## src/wfn_pkg.sv

```systemverilog
// ----------------------------------------------------------------------------
// wfn_pkg
// shared constants and types of the sliding-window first-negative block
// ----------------------------------------------------------------------------
package wfn_pkg;

   localparam int WINDOW_MAX_DEFAULT  = 64;
   localparam int SAMPLE_BITS_DEFAULT = 32;

   // window size register
   localparam int                  CFG_BITS          = 7;
   localparam logic [CFG_BITS-1:0] WINDOW_SIZE_RESET = 7'd3;

   // broadcast from the top level to every cell of the queue row
   typedef struct packed {
      logic advance;   // a sample transfer happens this cycle
      logic push;      // the sample is negative and goes into the queue
      logic pop;       // the head entry leaves the queue
      logic clear;     // end of sequence, the whole queue empties
   } ctrl_type;

endpackage

```

## src/window_first_negative_top.sv

```systemverilog
// ----------------------------------------------------------------------------
// window_first_negative_top
// oldest negative sample in a sliding window over a sample stream
// ----------------------------------------------------------------------------
// Takes one sample per clock unless the output buffer is full and, once
// window_size samples of the current sequence have arrived, returns one
// result per sample through the output buffer: the oldest negative sample
// still in the window, or zero with the none_in_window flag set. Negatives
// sit in a row of WINDOW_MAX cells that shifts toward the head as entries
// expire, so no sample waits on its value; the queue push, the head compare
// and the pop all resolve in the cycle of the sample transfer. A two-entry
// output buffer keeps input transfers going while a result waits. A sample
// with tlast ends the sequence and empties the window. The window size
// register holds 0..127; 0 is read as 1, above WINDOW_MAX as WINDOW_MAX.
// ----------------------------------------------------------------------------
module window_first_negative_top
   import wfn_pkg::*;
#(
   parameter int WINDOW_MAX  = WINDOW_MAX_DEFAULT,
   parameter int SAMPLE_BITS = SAMPLE_BITS_DEFAULT,
   localparam int DATA_BITS  = ((SAMPLE_BITS + 7) / 8) * 8
) (
   input  logic                 clock,
   input  logic                 reset,
   // sample input
   input  logic                 req_tvalid,
   output logic                 req_tready,
   input  logic [DATA_BITS-1:0] req_tdata,    // sample
   input  logic                 req_tlast,    // last_sample
   // result output
   output logic                 rsp_tvalid,
   input  logic                 rsp_tready,
   output logic [DATA_BITS-1:0] rsp_tdata,    // first_negative
   output logic                 rsp_tuser,    // none_in_window
   // window size register
   input  logic                 csr_valid,
   output logic                 csr_ready,
   input  logic [CFG_BITS-1:0]  csr_wdata     // window_size
);

   localparam int W_BITS       = $clog2(WINDOW_MAX + 1);
   localparam int PAYLOAD_BITS = DATA_BITS + 1;

   logic [CFG_BITS-1:0]    window_size_ff, window_size_in;
   logic [W_BITS-1:0]      fill_ff, fill_in;
   logic [W_BITS-1:0]      fill_next;
   logic [W_BITS-1:0]      win_eff;
   logic                   accept;
   logic [SAMPLE_BITS-1:0] sample;
   logic                   produced;
   logic                   head_valid;
   logic [W_BITS-1:0]      head_age;
   logic [SAMPLE_BITS-1:0] head_value;
   logic [PAYLOAD_BITS-1:0] result;
   ctrl_type               ctrl;

   logic                   cell_valid [WINDOW_MAX];
   logic [SAMPLE_BITS-1:0] cell_value [WINDOW_MAX];
   logic [W_BITS-1:0]      cell_age   [WINDOW_MAX];

   assign csr_ready = 1'b1;
   assign accept    = req_tvalid && req_tready;
   assign sample    = req_tdata[SAMPLE_BITS-1:0];

   always_comb begin
      window_size_in = window_size_ff;
      if (csr_valid && csr_ready) begin
         window_size_in = csr_wdata;
      end
   end

   always_comb begin
      if (window_size_ff == '0) begin
         win_eff = W_BITS'(1);
      end else if (32'(window_size_ff) > WINDOW_MAX) begin
         win_eff = W_BITS'(WINDOW_MAX);
      end else begin
         win_eff = W_BITS'(window_size_ff);
      end
   end

   assign fill_next = (fill_ff < W_BITS'(WINDOW_MAX)) ? fill_ff + W_BITS'(1) : fill_ff;
   assign produced  = fill_next >= win_eff;

   always_comb begin
      fill_in = fill_ff;
      if (accept) begin
         fill_in = req_tlast ? '0 : fill_next;
      end
   end

   // the new sample is the head when the queue is empty
   always_comb begin
      ctrl.advance = accept;
      ctrl.clear   = req_tlast;
      ctrl.push    = sample[SAMPLE_BITS-1] && !cell_valid[WINDOW_MAX-1];
      head_valid   = cell_valid[0] || ctrl.push;
      head_age     = cell_valid[0] ? cell_age[0] : '0;
      head_value   = cell_valid[0] ? cell_value[0] : sample;
      ctrl.pop     = produced && head_valid && (head_age >= win_eff - W_BITS'(1));
   end

   always_ff @(posedge clock) begin
      if (reset) begin
         window_size_ff <= WINDOW_SIZE_RESET;
         fill_ff        <= '0;
      end else begin
         window_size_ff <= window_size_in;
         fill_ff        <= fill_in;
      end
   end

   for (genvar i = 0; i < WINDOW_MAX; i++) begin : g_cell
      logic                   prev_valid;
      logic                   next_valid;
      logic [SAMPLE_BITS-1:0] next_value;
      logic [W_BITS-1:0]      next_age;

      if (i == 0) begin : g_first
         assign prev_valid = 1'b1;
      end else begin : g_prev
         assign prev_valid = cell_valid[i-1];
      end

      if (i == WINDOW_MAX - 1) begin : g_last
         assign next_valid = 1'b0;
         assign next_value = '0;
         assign next_age   = '0;
      end else begin : g_next
         assign next_valid = cell_valid[i+1];
         assign next_value = cell_value[i+1];
         assign next_age   = cell_age[i+1];
      end

      wfn_cell #(
         .SAMPLE_BITS (SAMPLE_BITS),
         .AGE_BITS    (W_BITS)
      ) u_cell (
         .clock      (clock),
         .reset      (reset),
         .ctrl       (ctrl),
         .prev_valid (prev_valid),
         .next_valid (next_valid),
         .next_value (next_value),
         .next_age   (next_age),
         .new_value  (sample),
         .valid      (cell_valid[i]),
         .value      (cell_value[i]),
         .age        (cell_age[i])
      );
   end

   assign result = head_valid ? {1'b0, DATA_BITS'(head_value)}
                              : {1'b1, {DATA_BITS{1'b0}}};

   wfn_out_buf #(
      .PAYLOAD_BITS (PAYLOAD_BITS)
   ) u_out_buf (
      .clock     (clock),
      .reset     (reset),
      .push      (accept && produced),
      .push_data (result),
      .ready     (req_tready),
      .out_valid (rsp_tvalid),
      .out_ready (rsp_tready),
      .out_data  ({rsp_tuser, rsp_tdata})
   );

endmodule

```

## src/wfn_cell.sv

```systemverilog
// ----------------------------------------------------------------------------
// wfn_cell
// one slot of the negative-sample queue: value, age and valid flag
// ----------------------------------------------------------------------------
module wfn_cell
   import wfn_pkg::*;
#(
   parameter int SAMPLE_BITS = SAMPLE_BITS_DEFAULT,
   parameter int AGE_BITS    = 7
) (
   input  logic                   clock,
   input  logic                   reset,
   input  ctrl_type               ctrl,
   input  logic                   prev_valid,
   input  logic                   next_valid,
   input  logic [SAMPLE_BITS-1:0] next_value,
   input  logic [AGE_BITS-1:0]    next_age,
   input  logic [SAMPLE_BITS-1:0] new_value,
   output logic                   valid,
   output logic [SAMPLE_BITS-1:0] value,
   output logic [AGE_BITS-1:0]    age
);

   logic                   valid_ff, valid_in;
   logic [SAMPLE_BITS-1:0] value_ff, value_in;
   logic [AGE_BITS-1:0]    age_ff,   age_in;
   logic [AGE_BITS-1:0]    own_age_inc, next_age_inc;

   // ages saturate; anything at or above the largest window compares the same
   assign own_age_inc  = (&age_ff)   ? age_ff   : age_ff + AGE_BITS'(1);
   assign next_age_inc = (&next_age) ? next_age : next_age + AGE_BITS'(1);

   always_comb begin
      valid_in = valid_ff;
      value_in = value_ff;
      age_in   = age_ff;
      if (ctrl.advance) begin
         if (ctrl.clear) begin
            valid_in = 1'b0;
         end else if (ctrl.pop) begin
            // whole row moves one place toward the head
            if (next_valid) begin
               valid_in = 1'b1;
               value_in = next_value;
               age_in   = next_age_inc;
            end else if (valid_ff && ctrl.push) begin
               valid_in = 1'b1;
               value_in = new_value;
               age_in   = AGE_BITS'(1);
            end else begin
               valid_in = 1'b0;
            end
         end else begin
            if (valid_ff) begin
               age_in = own_age_inc;
            end else if (ctrl.push && prev_valid) begin
               // first empty slot takes the new negative
               valid_in = 1'b1;
               value_in = new_value;
               age_in   = AGE_BITS'(1);
            end
         end
      end
   end

   always_ff @(posedge clock) begin
      if (reset) begin
         valid_ff <= 1'b0;
      end else begin
         valid_ff <= valid_in;
      end
   end

   always_ff @(posedge clock) begin
      value_ff <= value_in;
      age_ff   <= age_in;
   end

   assign valid = valid_ff;
   assign value = value_ff;
   assign age   = age_ff;

endmodule

```

## src/wfn_out_buf.sv

```systemverilog
// ----------------------------------------------------------------------------
// wfn_out_buf
// output register with one skid slot on the result side
// ----------------------------------------------------------------------------
module wfn_out_buf
   import wfn_pkg::*;
#(
   parameter int PAYLOAD_BITS = SAMPLE_BITS_DEFAULT + 1
) (
   input  logic                    clock,
   input  logic                    reset,
   input  logic                    push,
   input  logic [PAYLOAD_BITS-1:0] push_data,
   output logic                    ready,
   output logic                    out_valid,
   input  logic                    out_ready,
   output logic [PAYLOAD_BITS-1:0] out_data
);

   logic                    main_valid_ff, main_valid_in;
   logic                    skid_valid_ff, skid_valid_in;
   logic [PAYLOAD_BITS-1:0] main_data_ff,  main_data_in;
   logic [PAYLOAD_BITS-1:0] skid_data_ff,  skid_data_in;
   logic                    pop;

   assign pop = main_valid_ff && out_ready;

   always_comb begin
      main_valid_in = main_valid_ff;
      skid_valid_in = skid_valid_ff;
      main_data_in  = main_data_ff;
      skid_data_in  = skid_data_ff;
      if (pop) begin
         if (skid_valid_ff) begin
            main_data_in = skid_data_ff;
            if (push) begin
               skid_data_in = push_data;
            end else begin
               skid_valid_in = 1'b0;
            end
         end else if (push) begin
            main_data_in = push_data;
         end else begin
            main_valid_in = 1'b0;
         end
      end else if (push) begin
         if (!main_valid_ff) begin
            main_valid_in = 1'b1;
            main_data_in  = push_data;
         end else begin
            skid_valid_in = 1'b1;
            skid_data_in  = push_data;
         end
      end
   end

   always_ff @(posedge clock) begin
      if (reset) begin
         main_valid_ff <= 1'b0;
         skid_valid_ff <= 1'b0;
      end else begin
         main_valid_ff <= main_valid_in;
         skid_valid_ff <= skid_valid_in;
      end
   end

   always_ff @(posedge clock) begin
      main_data_ff <= main_data_in;
      skid_data_ff <= skid_data_in;
   end

   assign ready     = !skid_valid_ff;
   assign out_valid = main_valid_ff;
   assign out_data  = main_data_ff;

endmodule

```

## config.mk

```make
export PLATFORM = sky130hd
export DESIGN_NAME = window_first_negative_top
export DESIGN_NICKNAME = d
export VERILOG_FILES = /design/src/wfn_pkg.sv /design/src/window_first_negative_top.sv /design/src/wfn_cell.sv /design/src/wfn_out_buf.sv
export SDC_FILE = /design/constraint.sdc
export NUM_CORES = 2
export LEC_CHECK = 0
export ABC_AREA = 1
export ABC_CLOCK_PERIOD_IN_PS = 5500
export BUFFER_PORTS_ARGS = -buffer_cell sky130_fd_sc_hd__buf_4
export CAP_MARGIN = 20
export CORE_ASPECT_RATIO = 1.75
export CORE_MARGIN = 8
export CORE_UTILIZATION = 50
export DETAILED_ROUTE_END_ITERATION = 12
export PLACE_DENSITY = 0.68
export SLEW_MARGIN = 20
export SYNTH_ARGS = -nofsm -noshare
export SYNTH_HDL_FRONTEND = slang
export SYNTH_SLANG_ARGS = --single-unit
export TNS_END_PERCENT = 100
```

## constraint.sdc

```tcl
create_clock -name clock -period 5.5 [get_ports clock]
set_clock_uncertainty 0.15 [all_clocks]
set_input_delay 0.275 -clock clock [delete_from_list [all_inputs] [get_ports clock]]
set_output_delay 0.275 -clock clock [all_outputs]
set_load 0.05 [all_outputs]
```

==> results.json <==
{
  "post_drt_wl_per_cell_um": 25.8,
  "ys.flop_type": "edfxtp_1",
  "clockRootBuffer": "clkbuf_16",
  "dp_hpwl_um": 238000,
  "maxSlewHeadroom_pct": 21.9,
  "die_area_sq_um": 261000,
  "drc_errors": 0,
  "power.density_nw_per_um2": 305,
  "fin_crit_ns": 4.77,
  "path_buf_inv": 3,
  "io_pins": 81,
  "setup_viol": 0,
  "p_total_w": 0.0407,
  "drt_pass1_iterations": 7,
  "timing.rr.start": "window_size_ff[1]",
  "htreeDepth": 4,
  "finalWeightedCongestion": 0.905,
  "grt_start_max_net_pins": 130,
  "syn_nets": 11400,
  "ys_types": 36,
  "coreArea_sq_um": 244000,
  "drt-total-wl_um": 371000,
  "worst_ep_arrival_time_ns": 5.10,
  "cts_tree": "done",
  "die_x_um": 390,
  "ant_nets": 0,
  "cts_buffer_depth": 4,
  "first_global_vias": 90000,
  "hp-start": "req_tdata[24]",
  "synthCells": 11300,
  "required_ns": 5.82,
  "hold_slack_ns": 0.0451,
  "syn_area_per_cell_sq_um": 10.9,
  "vias": 91000,
  "max_stage_delay_ns": 0.84,
  "cts_buffers": 231,
  "place_inst": 13900,
  "clkSinkCount": 2642,
  "hold_viol": 0,
  "track_usage_pct": 27.4,
  "crit_path_start_kind": "flop",
  "nets": 11000,
  "worst_path_max_delay_cell": "nor2_2",
  "grt_pass1_wl_um": 554000,
  "die_h_um": 670,
  "clock_latency_ns": 0.90,
  "drt-initial-drc-count": 11200,
  "worst-slew-pin-transition_ns": 1.17,
  "status": "complete, no violations",
  "grt.overflow.total": 0,
  "stdcell_count": 14400,
  "row_count": 240,
  "crit_start": "window_size_ff[1]",
  "synth_top_area_cell": "edfxtp_1",
  "cp_max_fo": 56,
  "synth_top_area_share_pct": 62.9,
  "synth_edf_count": 2562,
  "fmax_ghz": 0.210,
  "vdd_drop_max_mv": 0.267,
  "clk_pin_slew_ns": 0.07,
  "synth-seq-cells": 2642,
  "path_cells": "nor2_1 > nand4_1 > a21oi_1 > inv_1 > ha_1 > nand4_1 > xor2_1 > ha_1 > nand2_1 > nor2_1 > nand2_1 > nand2_4 > nand3_4 > buf_12 > buf_4 > nor2_2 > o21ai_0",
  "ys_top_cells_by_area": "edfxtp_1, o21ai_0, nand3_1",
  "rsz0062_at_grt": "no",
  "cp-end-kind": "flop",
  "initial_core_util_pct": 50.2,
  "drv_slew": 0,
  "hp-class": "primary input to flop",
  "antenna_found_initial": 16,
  "syn2layout_area_growth_pct": 9.29,
  "p_leak_nw": 43.9,
  "path_class": "flop to flop",
  "via_per_inst": 6.33,
  "async_flop_share_pct": 0,
  "layout-drive-gt1-share_pct": 7.61,
  "synth_warnings": 0,
  "syn_area_sq_um": 122000,
  "period_share_pct": 86.8,
  "crit_family": "simple AND/OR/NAND/NOR gates",
  "drv_cap": 0,
  "port_buffers": 79,
  "yosysSeqAreaShare_pct": 64.3,
  "final_util_pct": 54.9,
  "tns_ns": 0
}
==> worst reg2reg max path: stages, from the launching register on <==
cell     delay [ns]
dfxtp_1        0.34
nor2_1         0.10
nand4_1        0.12
a21oi_1        0.23
inv_1          0.13
ha_1           0.23
nand4_1        0.13
xor2_1         0.09
ha_1           0.31
nand2_1        0.07
nor2_1         0.11
nand2_1        0.12
nand2_4        0.11
nand3_4        0.09
buf_12         0.26
buf_4          0.32
nor2_2         0.85
o21ai_0        0.59
==> what timing repair did <==
item / CTS / global route
buffers inserted: 0 / 0
hold buffers: 85 / 0
resized for setup: 0 / 0
endpoints found under the hold margin: 752 / 0
==> sequential cells by signal, summed over array words and instances (netlist names) <==
register,count
u_out_buf.out_valid,1
u_out_buf.skid_valid_ff,1
g_cell.u_cell.value,2048
window_size_ff,7
g_cell.u_cell.age,448
u_out_buf.out_data,33
g_cell.u_cell.valid,64
u_out_buf.skid_data_ff,33
fill_ff,7
==> cell usage after synthesis, types with 44 or more instances <==
master,n
edfxtp_1,2562
o21ai_0,2231
nand3_1,2227
nand2_1,789
clkbuf_1,578
inv_1,562
buf_2,393
nor2_1,336
o21ai_1,299
mux2i_1,297
a21oi_1,191
xor2_1,136
nand4_1,126
dfxtp_1,80
ha_1,80
nor3_1,69
a31oi_1,66
xnor2_1,64
buf_4,47
nor2_2,44
==> final cells by class <==
type | count | area, sq um
repair buffers | 459 | 4090
multi-input cells | 7019 | 37300
fillers | 20200 | 110000
clock inverters | 137 | 1320
well taps | 3267 | 4090
clock buffers | 274 | 5990
inverters | 566 | 2210
flip-flops and latches | 2642 | 78500
diodes | 12 | 30.0
==> cell families after synthesis <==
| family | share of synthesized area, % |
|---|---|
| AND/OR/NAND/NOR | 13.8 |
| AO/OA/AOI/OAI | 11.8 |
| flip-flops | 64.3 |
| buffers and inverters | 5.47 |
| multiplexers | 2.43 |
| XOR/XNOR | 1.43 |
| adder cells (fa/ha/maj) | 0.819 |
| other | 0.00307 |
==> report_power, final <==
group	internal, W	leakage (nW)	switching, W
sequential	0.0222	23.7	0.0000761
combinational	0.000493	16.6	0.00155
clock	0.00888	3.52	0.00752
==> final timing paths <==
check | endpoint | slack, ns | depth (start not counted)
max | g_cell[56].u_cell.value[27] | 0.73 | 17
min | g_cell[63].u_cell.value[24] | 0.05 | 2
max reg2reg | g_cell[56].u_cell.value[27] | 0.73 | 17
min reg2reg | fill_ff[2] | 0.34 | 2
==> cell usage in the layout, fill, tap and decap left out, types with 3 or more instances in the layout <==
master	count
ha_1	80
clkbuf_1	40
o22ai_1	3
a21oi_2	46
inv_6	4
inv_1	521
dlygate4sd3_1	85
diode_2	12
mux2i_1	297
o21ai_0	2230
a21oi_1	145
nor2_4	14
edfxtp_1	2562
clkinvlp_4	19
o211ai_1	15
inv_4	31
clkinv_2	33
nor2_1	331
buf_12	31
buf_4	339
o21ai_1	300
clkinv_4	4
a31oi_1	66
nand4_1	126
nor2_2	37
clkbuf_16	233
nand2_1	787
bufinv_16	24
nor3_1	68
xnor2_1	64
inv_2	12
or3_1	3
xor2_1	136
clkinv_1	52
a22oi_1	31
nand2_4	4
dfxtp_1	78
nand3_1	2227
==> stage by stage <==
| step | setup WS (ns) | instance area, sq um |
|---|---|---|
| final | 0.727 | 134000 |
| after global routing | 0.459 | 134000 |
| after CTS | 0.795 | 133000 |
| after detailed placement | 0.832 | 125000 |
| after global placement | 0.612 | 125000 |
| after floorplan | 0.818 | 122000 |
==> routing by layer <==
| layer | GRT usage [%] | vias to the layer above | routed length (um) | part of all wire, % |
|---|---|---|---|---|
| met5 | 0 | - | 29 | 0.0078 |
| met4 | 20.8 | 4 | 33800 | 9.1 |
| met3 | 4.19 | 1373 | 27900 | 7.5 |
| met2 | 47.4 | 4942 | 186000 | 50 |
| met1 | 30.2 | 44300 | 123000 | 33 |
| li1 | - | 40400 | - | - |
Power figures use the tool's default switching activity.
